**src/hw/rtl/hsse_pkg.sv**
```systemverilog
// Package: payload types, encoder command word, character slots and constants.
package hsse_pkg;

  localparam int unsigned ByteW      = 8;
  localparam int unsigned CharW      = 7;
  localparam int unsigned LineW      = 7;
  localparam int unsigned SplitW     = 17;
  localparam int unsigned LimitW     = 16;
  localparam int unsigned CfgIdxW    = 2;
  localparam int unsigned CfgDataW   = 16;
  localparam int unsigned NumSlots   = 13;
  localparam int unsigned SlotW      = 4;

  localparam logic [LineW-1:0]  LineBytesMax   = 7'd127;
  localparam logic [SplitW-1:0] SplitMax       = 17'd131071;
  localparam logic [LineW-1:0]  BytesPerLineRst = 7'd38;
  localparam logic [LimitW-1:0] StringLimitRst  = 16'd64000;

  // Register indexes on the configuration channel.
  localparam logic [CfgIdxW-1:0] RegBytesPerLine = 2'd0;
  localparam logic [CfgIdxW-1:0] RegStringLimit  = 2'd1;

  // ASCII codes.
  localparam logic [CharW-1:0] ChZero    = 7'h30;
  localparam logic [CharW-1:0] ChLowerA  = 7'h61;
  localparam logic [CharW-1:0] ChOpen    = 7'h3c;
  localparam logic [CharW-1:0] ChClose   = 7'h3e;
  localparam logic [CharW-1:0] ChNewline = 7'h0a;

  // Character slots of one byte's output, in emission order.
  localparam logic [SlotW-1:0] SlotOpen   = 4'd0;
  localparam logic [SlotW-1:0] SlotHi     = 4'd1;
  localparam logic [SlotW-1:0] SlotLo     = 4'd2;
  localparam logic [SlotW-1:0] SlotSplit0 = 4'd3;
  localparam logic [SlotW-1:0] SlotSplit1 = 4'd4;
  localparam logic [SlotW-1:0] SlotSplit2 = 4'd5;
  localparam logic [SlotW-1:0] SlotSplit3 = 4'd6;
  localparam logic [SlotW-1:0] SlotSplit4 = 4'd7;
  localparam logic [SlotW-1:0] SlotNl     = 4'd8;
  localparam logic [SlotW-1:0] SlotClose0 = 4'd9;
  localparam logic [SlotW-1:0] SlotClose1 = 4'd10;
  localparam logic [SlotW-1:0] SlotClose2 = 4'd11;
  localparam logic [SlotW-1:0] SlotClose3 = 4'd12;

  typedef struct packed {
    logic [ByteW-1:0] data_byte;
    logic             end_of_buffer;
  } in_t;

  typedef struct packed {
    logic [CharW-1:0] char_out;
    logic             last_of_run;
  } out_t;

  typedef struct packed {
    logic [LineW-1:0]  bytes_per_line;
    logic [LimitW-1:0] string_limit;
  } cfg_t;

  // One classified byte, as handed from front to back.
  typedef struct packed {
    logic [ByteW-1:0] data_byte;
    logic             open_str;
    logic             split;
    logic             newline;
    logic             close_str;
  } cmd_t;

  localparam int unsigned CmdW = $bits(cmd_t);

  function automatic logic [CharW-1:0] hex_char(input logic [3:0] nib);
    logic [CharW-1:0] c;
    if (nib < 4'd10) begin
      c = ChZero + {3'd0, nib};
    end else begin
      c = ChLowerA + {3'd0, nib} - 7'd10;
    end
    return c;
  endfunction

  function automatic logic [NumSlots-1:0] cmd_mask(input cmd_t cmd);
    logic [NumSlots-1:0] m;
    m = '0;
    m[SlotOpen]   = cmd.open_str;
    m[SlotHi]     = 1'b1;
    m[SlotLo]     = 1'b1;
    m[SlotSplit0] = cmd.split;
    m[SlotSplit1] = cmd.split;
    m[SlotSplit2] = cmd.split;
    m[SlotSplit3] = cmd.split;
    m[SlotSplit4] = cmd.split;
    m[SlotNl]     = cmd.newline;
    m[SlotClose0] = cmd.close_str;
    m[SlotClose1] = cmd.close_str;
    m[SlotClose2] = cmd.close_str;
    m[SlotClose3] = cmd.close_str;
    return m;
  endfunction

  function automatic logic [CharW-1:0] slot_char(input logic [SlotW-1:0] slot,
                                                 input logic [ByteW-1:0] b);
    logic [CharW-1:0] c;
    unique case (slot)
      SlotOpen:   c = ChOpen;
      SlotHi:     c = hex_char(b[7:4]);
      SlotLo:     c = hex_char(b[3:0]);
      SlotSplit0: c = ChZero;
      SlotSplit1: c = ChZero;
      SlotSplit2: c = ChClose;
      SlotSplit3: c = ChNewline;
      SlotSplit4: c = ChOpen;
      SlotNl:     c = ChNewline;
      SlotClose0: c = ChZero;
      SlotClose1: c = ChZero;
      SlotClose2: c = ChClose;
      SlotClose3: c = ChNewline;
      default:    c = ChZero;
    endcase
    return c;
  endfunction

endpackage

```
**src/hw/rtl/hsse_front.sv**
```systemverilog
// Front end: configuration registers, line and split counters, byte classification.
module hsse_front (
  input  logic                             clk_i,
  input  logic                             rst_ni,
  input  logic                             cfg_valid_i,
  input  logic [hsse_pkg::CfgIdxW-1:0]     cfg_index_i,
  input  logic [hsse_pkg::CfgDataW-1:0]    cfg_data_i,
  input  logic                             accept_i,
  input  hsse_pkg::in_t                    in_data_i,
  output hsse_pkg::cmd_t                   cmd_o
);
  import hsse_pkg::*;

  cfg_t              cfg_q;
  logic [LineW-1:0]  line_q, line_d;
  logic [SplitW-1:0] split_q, split_d;
  logic              start_q, start_d;

  logic [LineW-1:0]  line_base, line_inc;
  logic [SplitW-1:0] split_base, split_inc;
  logic              line_end, do_split, eob;

  always_ff @(posedge clk_i or negedge rst_ni) begin
    if (!rst_ni) begin
      cfg_q.bytes_per_line <= BytesPerLineRst;
      cfg_q.string_limit   <= StringLimitRst;
    end else if (cfg_valid_i) begin
      if (cfg_index_i == RegBytesPerLine) begin
        cfg_q.bytes_per_line <= cfg_data_i[LineW-1:0];
      end else if (cfg_index_i == RegStringLimit) begin
        cfg_q.string_limit <= cfg_data_i[LimitW-1:0];
      end
    end
  end

  always_comb begin
    eob        = in_data_i.end_of_buffer;
    // Buffer start clears both counts before this byte is counted.
    line_base  = start_q ? '0 : line_q;
    split_base = start_q ? '0 : split_q;
    line_inc   = (line_base < LineBytesMax) ? line_base + 1'b1 : line_base;
    split_inc  = (split_base < SplitMax) ? split_base + 1'b1 : split_base;
    line_end   = (line_inc >= cfg_q.bytes_per_line) || eob;
    do_split   = line_end && (split_inc >= {1'b0, cfg_q.string_limit});

    cmd_o.data_byte = in_data_i.data_byte;
    cmd_o.open_str  = start_q;
    cmd_o.split     = do_split;
    cmd_o.newline   = line_end && !do_split && !eob;
    cmd_o.close_str = eob;

    if (eob) begin
      start_d = 1'b1;
      line_d  = '0;
      split_d = '0;
    end else begin
      start_d = 1'b0;
      line_d  = line_end ? '0 : line_inc;
      split_d = do_split ? '0 : split_inc;
    end
  end

  always_ff @(posedge clk_i or negedge rst_ni) begin
    if (!rst_ni) begin
      start_q <= 1'b1;
      line_q  <= '0;
      split_q <= '0;
    end else if (accept_i) begin
      start_q <= start_d;
      line_q  <= line_d;
      split_q <= split_d;
    end
  end

endmodule

```
**src/hw/rtl/hsse_fifo.sv**
```systemverilog
// Small register queue of classified bytes between front and back.
module hsse_fifo #(
  parameter int unsigned Depth = 2
) (
  input  logic           clk_i,
  input  logic           rst_ni,
  input  logic           wr_i,
  input  hsse_pkg::cmd_t wr_data_i,
  output logic           full_o,
  input  logic           rd_i,
  output hsse_pkg::cmd_t rd_data_o,
  output logic           empty_o
);
  import hsse_pkg::*;

  localparam int unsigned AddrW = (Depth > 1) ? $clog2(Depth) : 1;
  localparam int unsigned CntW  = $clog2(Depth + 1);
  localparam logic [AddrW-1:0] LastAddr = AddrW'(Depth - 1);
  localparam logic [CntW-1:0]  DepthCnt = CntW'(Depth);

  cmd_t             mem_q [Depth];
  logic [AddrW-1:0] wr_ptr_q, rd_ptr_q;
  logic [CntW-1:0]  count_q;
  logic             do_wr, do_rd;

  assign full_o    = (count_q == DepthCnt);
  assign empty_o   = (count_q == '0);
  assign do_wr     = wr_i && !full_o;
  assign do_rd     = rd_i && !empty_o;
  assign rd_data_o = mem_q[rd_ptr_q];

  always_ff @(posedge clk_i) begin
    if (do_wr) begin
      mem_q[wr_ptr_q] <= wr_data_i;
    end
  end

  always_ff @(posedge clk_i or negedge rst_ni) begin
    if (!rst_ni) begin
      wr_ptr_q <= '0;
      rd_ptr_q <= '0;
      count_q  <= '0;
    end else begin
      if (do_wr) begin
        wr_ptr_q <= (wr_ptr_q == LastAddr) ? '0 : wr_ptr_q + 1'b1;
      end
      if (do_rd) begin
        rd_ptr_q <= (rd_ptr_q == LastAddr) ? '0 : rd_ptr_q + 1'b1;
      end
      if (do_wr && !do_rd) begin
        count_q <= count_q + 1'b1;
      end else if (do_rd && !do_wr) begin
        count_q <= count_q - 1'b1;
      end
    end
  end

endmodule

```
**src/hw/rtl/hsse_back.sv**
```systemverilog
// Back end: walks the character slots of each command, one character per cycle while pop keeps taking them.
module hsse_back (
  input  logic           clk_i,
  input  logic           rst_ni,
  input  hsse_pkg::cmd_t cmd_i,
  input  logic           cmd_empty_i,
  output logic           cmd_pop_o,
  output hsse_pkg::out_t out_data_o,
  output logic           empty_o,
  input  logic           pop_i
);
  import hsse_pkg::*;

  logic [NumSlots-1:0] mask_q, mask_d, rest;
  logic [ByteW-1:0]    byte_q, byte_d;
  logic [SlotW-1:0]    sel;
  logic                active, emit, take, load, out_valid_q;
  out_t                out_q;

  always_comb begin
    sel = '0;
    // Lowest pending slot wins: scan downward so the last hit is the lowest.
    for (int i = NumSlots - 1; i >= 0; i--) begin
      if (mask_q[i]) begin
        sel = SlotW'(i);
      end
    end
  end

  assign rest      = mask_q & (mask_q - 1'b1);
  assign active    = (mask_q != '0);
  assign take      = pop_i && out_valid_q;
  assign emit      = active && (!out_valid_q || take);
  assign load      = !active || (emit && (rest == '0));
  assign cmd_pop_o = load && !cmd_empty_i;

  always_comb begin
    mask_d = mask_q;
    byte_d = byte_q;
    if (load) begin
      mask_d = cmd_empty_i ? '0 : cmd_mask(cmd_i);
      byte_d = cmd_i.data_byte;
    end else if (emit) begin
      mask_d = rest;
    end
  end

  always_ff @(posedge clk_i or negedge rst_ni) begin
    if (!rst_ni) begin
      mask_q      <= '0;
      out_valid_q <= 1'b0;
    end else begin
      mask_q <= mask_d;
      if (emit) begin
        out_valid_q <= 1'b1;
      end else if (take) begin
        out_valid_q <= 1'b0;
      end
    end
  end

  always_ff @(posedge clk_i) begin
    byte_q <= byte_d;
    if (emit) begin
      out_q.char_out    <= slot_char(sel, byte_q);
      out_q.last_of_run <= (rest == '0);
    end
  end

  assign out_data_o = out_q;
  assign empty_o    = !out_valid_q;

endmodule

```
**src/hw/rtl/hex_string_stream_encoder.sv**
```systemverilog
// Top level: hex string stream encoder, front end, command queue and back end.
//
// Usage
//   Input channel: drive in_data_i (data_byte, end_of_buffer) and raise push;
//   a byte is taken at a clock edge where push is high and full is low. Mark
//   the last byte of each buffer with end_of_buffer.
//   Result channel: while empty is low, out_data_o holds the oldest character
//   (char_out, last_of_run); raise pop to take it. last_of_run marks the final
//   character that one input byte causes.
//   Configuration channel: cfg_valid_i with cfg_index_i and cfg_data_i; the
//   block is always ready. Index 0 is bytes_per_line, index 1 string_limit;
//   other indexes are dropped. Write only while the block is idle.
// Timing
//   A byte's first character passes the command queue and the slot mask
//   before it reaches the output register. Each byte yields 2 to 12
//   characters; the back end emits one per cycle while pop keeps taking
//   them, and the queue takes new bytes meanwhile until it is full.
// Reset and stalls
//   Reset restores the register defaults (38 and 64000), empties the queue
//   and arms the '<' for the next buffer. When pop stays low, the output
//   register holds, the back end stops, the queue fills and full rises.
module hex_string_stream_encoder #(
  parameter int unsigned FifoDepth = 2
) (
  input  logic                          clk_i,
  input  logic                          rst_ni,
  input  logic                          push,
  output logic                          full,
  input  hsse_pkg::in_t                 in_data_i,
  output logic                          empty,
  input  logic                          pop,
  output hsse_pkg::out_t                out_data_o,
  input  logic                          cfg_valid_i,
  output logic                          cfg_ready_o,
  input  logic [hsse_pkg::CfgIdxW-1:0]  cfg_index_i,
  input  logic [hsse_pkg::CfgDataW-1:0] cfg_data_i
);
  import hsse_pkg::*;

  cmd_t front_cmd, head_cmd;
  logic accept, q_empty, q_pop;

  // Configuration writes are always accepted.
  assign cfg_ready_o = 1'b1;
  assign accept      = push && !full;

  hsse_front u_front (
    .clk_i       (clk_i),
    .rst_ni      (rst_ni),
    .cfg_valid_i (cfg_valid_i),
    .cfg_index_i (cfg_index_i),
    .cfg_data_i  (cfg_data_i),
    .accept_i    (accept),
    .in_data_i   (in_data_i),
    .cmd_o       (front_cmd)
  );

  // Decouple classification from character emission.
  hsse_fifo #(
    .Depth (FifoDepth)
  ) u_fifo (
    .clk_i     (clk_i),
    .rst_ni    (rst_ni),
    .wr_i      (push),
    .wr_data_i (front_cmd),
    .full_o    (full),
    .rd_i      (q_pop),
    .rd_data_o (head_cmd),
    .empty_o   (q_empty)
  );

  hsse_back u_back (
    .clk_i       (clk_i),
    .rst_ni      (rst_ni),
    .cmd_i       (head_cmd),
    .cmd_empty_i (q_empty),
    .cmd_pop_o   (q_pop),
    .out_data_o  (out_data_o),
    .empty_o     (empty),
    .pop_i       (pop)
  );

endmodule

```
**config.mk**
```make
export PLATFORM = sky130hd
export DESIGN_NAME = hex_string_stream_encoder
export DESIGN_NICKNAME = d
export VERILOG_FILES = /design/src/hw/rtl/hsse_pkg.sv /design/src/hw/rtl/hsse_front.sv /design/src/hw/rtl/hsse_fifo.sv /design/src/hw/rtl/hsse_back.sv /design/src/hw/rtl/hex_string_stream_encoder.sv
export SDC_FILE = /design/constraint.sdc
export NUM_CORES = 1
export LEC_CHECK = 0
export BUFFER_PORTS_ARGS = -buffer_cell sky130_fd_sc_hd__buf_4
export CORE_MARGIN = 5
export CORE_UTILIZATION = 45
export CTS_CLUSTER_DIAMETER = 50
export CTS_CLUSTER_SIZE = 28
export DETAILED_ROUTE_END_ITERATION = 10
export GPL_ROUTABILITY_DRIVEN = 0
export GPL_TIMING_DRIVEN = 0
export SYNTH_ARGS = -nofsm -noshare
export SYNTH_HDL_FRONTEND = slang
export SYNTH_HIERARCHICAL = 1
export SYNTH_SLANG_ARGS = --single-unit
```
**constraint.sdc**
```tcl
create_clock -name clk_i -period 3.4 [get_ports clk_i]
set_clock_uncertainty 0.1 [all_clocks]
set_input_delay 0.51 -clock clk_i [delete_from_list [all_inputs] [get_ports clk_i]]
set_output_delay 0.51 -clock clk_i [all_outputs]
set_load 0.01 [all_outputs]
```
Word-level counts from Yosys, hierarchy flattened
Memory sizes are Yosys's and may differ from the RTL's.
Cells that the tools add are included.
- memory bits (writable): 24
- ROM bits: 0
- input bits: 32
- memories: 1
- output and inout port bits: 11
- logic and storage cells: 116
- bits in registers: 82
- latch bits: 0
- multipliers: 0
- div/mod/pow operators: 0
- add/subtract/negate cells: 13
- bitwise gates (word level): 2
- reductions and logical operators: 35
- shift operators: 0
- mux-type cells: 36
- magnitude comparators: 6
- equal/unequal tests: 10
- memory list (name ; words ; bits a word ; rd ports ; clocked after memory_dff ; wr ports ; line ; RTL):
    u_fifo.mem_q ; 2 ; 12 ; 1 ; 0 ; 1 ; hsse_fifo.sv:21 ; cmd_t mem_q [Depth];
- operators with widths (cell ; count):
    17-bit 2-to-1 mux ; 4
    4-bit 2-to-1 mux ; 13
    7-bit 2-to-1 mux ; 6
    13-bit 2-to-1 mux ; 3
    7-bit one-hot mux with 5 select lines ; 1
    17-bit by 1-bit adder with 17-bit output (second input constant) ; 1
    17-bit by 16-bit greater-or-equal comparator with 1-bit output ; 1
    17-bit less-than comparator (second input constant) ; 1
    6-bit by 4-bit adder with 7-bit output (first input constant) ; 2
    6-bit by 5-bit adder with 7-bit output (first input constant) ; 2
    7-bit by 4-bit subtractor with 7-bit output (second input constant) ; 2
    13-bit bitwise AND ; 1
    13-bit zero test ; 1
    13-bit nonzero test ; 1
    13-bit by 1-bit subtractor with 13-bit output (second input constant) ; 1
    4-bit by 3-bit equality test with 1-bit output (second input constant) ; 3
    4-bit equality test (second input constant) ; 3
    1-bit logical AND ; 11
    1-bit zero test ; 8
    4-bit less-than comparator (second input constant) ; 2
    7-bit by 1-bit adder with 7-bit output (second input constant) ; 1
    7-bit greater-or-equal comparator ; 1
    7-bit less-than comparator (second input constant) ; 1
    1-bit 2-to-1 mux ; 7
    17 further kinds ; 25

Logic depth before layout (Yosys ltp)
- word-level depth: 16
- gate-level depth with buffers: 16
- gate-level depth less buffers: 14

Modules after synthesis
Netlist, hierarchy kept.
- by module, submodules not included (module ; sequential area each (µm²) ; cells each ; instances ; area an instance (µm²)):
    hsse_front ; 1213.7 ; 379 ; 1 ; 3467.1
    hsse_back ; 830.8 ; 181 ; 1 ; 1727.9
    hsse_fifo ; 820.8 ; 56 ; 1 ; 1099.8
    hex_string_stream_encoder ; 0.0 ; 3 ; 1 ; 25.0

Least setup slack after synthesis
OpenSTA, ideal clock, no wires.
- kind: flip-flop to flip-flop
- from: register u_front.start_q
- to: register u_front.split_q[3]
- clock period less this slack: 3.587 ns
- buffers on the path: 2
- stages on the path, launching flop included: 16
- data arrival time: 3.424 ns
- data required time: 3.237 ns
- slack: -0.187 ns
- library setup time: 0.063 ns
- cells stage by stage: dfstp_2 -> buf_2 -> nor2b_1 -> ha_1 -> nand2_1 -> nor4_1 -> xnor2_1 -> nor2_1 -> ha_1 -> nand3_1 -> nor3_1 -> a2111oi_0 -> nand3_1 -> o311ai_2 -> buf_6 -> and2_4
- word-level cells in the longest chain between the ends: 8
- elaborated cells on any way between the ends: 14
- those cells by class: add/sub: 2; order compare: 4; mux: 6; reduce/logical: 2
- RTL lines (what ; line ; RTL):
    start: declaration ; hsse_front.sv:17 ; logic start_q, start_d;
    start signal: assignment ; hsse_front.sv:69 ; start_q <= start_d;
    parallel branches: the longest is 6 deep, another holds 17-bit by 1-bit adder with 17-bit output ; - ;
    17-bit 2-to-1 mux (*) ; hsse_front.sv:59 ; split_d = do_split ? '0 : split_inc;
    17-bit 2-to-1 mux (*) ; hsse_front.sv:52 ; if (eob) begin
    end signal: assignment ; hsse_front.sv:71 ; split_q <= split_d;
    end: declaration ; hsse_front.sv:16 ; logic [SplitW-1:0] split_q, split_d;
Mark *: on every way between the ends.
A chain may end at the register's enable or synchronous reset.

Worst setup path after layout
- from: register u_front.start_q
- to: memory u_fifo/mem_q[1][2] in the netlist's numbering (data pin)
- word-level cells in the longest chain between the ends: 6
- elaborated cells on any way between the ends: 12
- those cells by class: add/sub: 2; order compare: 4; mux: 4; reduce/logical: 2
- RTL lines (what ; line ; RTL):
    parallel branches: the longest is 5 deep, another holds 17-bit by 1-bit adder with 17-bit output ; - ;
    1-bit logical AND (*) ; hsse_front.sv:44 ; do_split = line_end && (split_inc >= {1'b0, cfg_q.string_limit});
    via u_front.do_split ; hsse_front.sv:21 ; logic line_end, do_split, eob;
    end: declaration ; hsse_fifo.sv:21 ;
Mark *: on every way through the listed nets, which the timed path passes.

==> impl_metrics.toml <==
[outcome]
status = "finished with violations"
violations = "setup timing"

[setup_path]
startpoint_type = "flop"
worstPathCellList = "and2b_2, or3b_4, or4b_4, xor2_1, nor2_1, ha_1, nand3_4, nor2_4, a2111oi_4, nand3_1, buf_6, buf_6, o21ai_4, inv_2, buf_6"
crit_required_ns = 3.43
critPathSlowestCell = "dfstp_2"
cpPeakStageDelay_ns = 0.57
critical_path_class = "reg2reg"
worstPathMaxFanout = 5
cp.arrival_ns = 3.70
crit_path_frequent_cell = "buf_6"
rr_worst_depth = 15
cp-end-kind = "flop"

[clock_network]
cts.sinks = 106
h-tree-depth = 3
root_buffer = "clkbuf_16"
clk_pin_slew_ns = 0.08
cts_tree = "built"
cts.path.max_buffers = 2
cts_buffers = 9
clk_latency_ns = 0.36
cts_hold_buf = 0

[power_and_ir_drop]
total_power_uw = 5490
leakage_uw = 0.00325
peakVddDrop_mv = 0.393
pwr_density_cell_mw_per_mm2 = 720

[finish]
fillerInstances = 1200
area_growth_pct = 20.7
antenna_cells = 0
drive_above_1_share_pct = 28.1
fin_area_sq_mm = 0.00763
finalNetCount = 749

[sta]
tns_ns = -4.10
fmax_ghz = 0.273
finalSetupViolations = 19
rsz0062_at_grt = "true"
hold_violations = 0
period_minus_slack_ns = 3.67
fin_hold_ws_ns = 0.160
worst_slack_ns = -0.267
finalMaxSlewViolations = 0
relSlewSlack_pct = 34.3
tightestPinTransition_ns = 0.976
min_period_over_period_pct = 108

[min_path]
min_path_type = "in2async"

[routing]
wl_um = 14600
route.detailed.drc = 0
drt_iter0_markers = 329
ant_nets = 0
viasPerCell = 5.54
via_count = 4839
drt_pass1_iterations = 5
wl_per_cell_um = 16.7

[floorplanning]
die-area_sq_mm = 0.0165
core_sq_mm = 0.0138
io_pins = 43
start_util_pct = 45.7
fp.dieH_um = 129
chipWidth_um = 129
rows = 43

[logic_synthesis]
synth_top_area_cell = "dfrtp_1"
synth_most_common_cell = "dfrtp_1"
yosysWarnings = 6
syn_inst = 619
ys_ff_latch = 106
synthArstFlopShare_pct = 62.3
ys_types = 83
yosys_most_used_dff = "dfrtp_1"
synth.top_cell.area_share_pct = 22.2
ys_seq_area_share_pct = 45.3
syn_nets = 679
netlist_top_cells_area = "dfrtp_1, edfxtp_1, ha_1"
syn_avg_cell_area_sq_um = 10.2
syn_area_sq_mm = 0.00632
synth_edf_count = 40
synthTopCellsByCount = "dfrtp_1, nand2_1, nor2_1"

[placement]
hpwl_um = 10200
io_buffers = 33
dp_worst_setup_slack_ns = -0.957
dpl_cell_area_sq_mm = 0.00681

[grt]
grt_max_degree = 67
antenna_found_initial = 0
gr-usage-all-layers_pct = 17.9
first_global_vias = 4629
gr-total-overflow = 0
grt_pass1_wl_um = 23400

[run]
drv_cap = 0
==> logic make-up after synthesis <==
group                    after synthesis  share of synthesized area [%]
buffers and inverters                 83                           6.28
flip-flops                           106                           45.3
AND/OR/NAND/NOR                      210                           17.9
adder cells (fa/ha/maj)               31                           6.02
other                                  1                         0.0593
AO/OA/AOI/OAI                        133                           14.9
multiplexers                          35                           6.67
XOR/XNOR                              20                           2.77
==> layout by cell type, fill, tap and decap left out, types with 7 or more instances in the layout <==
cell type,synthesis,routed
a21o_1,7,7
a21oi_1,28,25
buf_4,12,66
buf_6,4,11
clkbuf_1,14,10
clkbuf_16,0,9
dfrtp_1,56,53
dfstp_2,10,10
edfxtp_1,40,40
ha_1,28,27
inv_1,43,42
mux2_2,19,19
mux2_4,9,9
nand2_1,48,47
nand2b_1,7,7
nand3_1,16,15
nand4_1,8,8
nor2_1,46,45
nor2b_1,13,11
o21ai_0,31,28
or3_1,8,8
xnor2_1,14,13
==> layer usage <==
metal	part of all wire, %	vias up	GRT usage, %	wire (um)
met4	0.63	0	3.71	91
met3	5.1	7	4.98	739
met5	0	-	0	0
met2	46	114	28.1	6760
li1	-	2377	-	-
met1	48	2341	25.0	6970
==> what timing repair did <==
action	in CTS	in global routing
hold endpoints to repair	0	0
gates resized for setup	38	28
setup buffers	16	10
gates cloned	1	0
pin swaps	12	20
setup endpoints to repair	30	28
==> through the flow <==
step | cells | util, %
2_1_floorplan | 619 | -
3_3_place_gp | 832 | 49.2
3_5_place_dp | 832 | 49.2
4_1_cts | 865 | 53.7
5_1_grt | 874 | 55.2
6_report | 874 | 55.2
==> power breakdown <==
part / switching, uW / internal, uW / leakage [uW]
clock: 559 / 542 / 0.000157
sequential: 250 / 1770 / 0.00120
combinational: 1330 / 1050 / 0.00189
total: 2140 / 3360 / 0.00325
==> layout make-up <==
type | instances | area (sq um) | share of cell area (%)
inverter | 43 | 161 | 2.12
tap | 180 | 225 | 2.95
timing repair buffer | 60 | 469 | 6.15
buffer | 39 | 269 | 3.53
sequential | 106 | 2870 | 37.6
clock buffer | 9 | 225 | 2.95
clock inverter | 7 | 98.8 | 1.30
multi-input combinational | 430 | 3310 | 43.4
==> flip-flops by register name, summed over array words and instances (netlist names) <==
name,flops
u_fifo/rd_ptr_q,1
u_front/cfg_q,23
u_front/split_q,17
u_back/byte_q,8
u_fifo/count_q,2
u_front/line_q,7
u_fifo/mem_q,24
u_back/out_data_o,8
u_fifo/wr_ptr_q,1
u_back/mask_q,13
u_front/start_q,1
u_back/out_valid_q,1
==> path summary, 6_finish.rpt <==
kind                                              from                         endpoint  slack [ns]
min reg2reg                u_fifo/wr_ptr_q$_DFFE_PN0P_      u_fifo/wr_ptr_q$_DFFE_PN0P_        0.40
min                                             rst_ni     u_front/cfg_q[3]$_DFFE_PN0P_        0.16
max                        u_front/start_q$_DFFE_PN1P_     u_fifo/mem_q[1][2]$_DFFE_PP_       -0.27
max reg2reg                u_front/start_q$_DFFE_PN1P_     u_fifo/mem_q[1][2]$_DFFE_PP_       -0.27
max in group asynchronous                       rst_ni  u_front/split_q[15]$_DFFE_PN0P_        2.44
min in group clk_i                        in_data_i[7]    u_fifo/mem_q[1][10]$_DFFE_PP_        0.22
==> critical path, delay by kind of cell (launching register included) <==
family / cells / cell delay, ns
AO/OA/AOI/OAI: 2 / 0.48
adder cells (fa/ha/maj): 1 / 0.28
AND/OR/NAND/NOR: 7 / 1.38
XOR/XNOR: 1 / 0.16
buffers and inverters: 4 / 0.46
flip-flops: 1 / 0.57
Power figures use the tool's default switching activity.
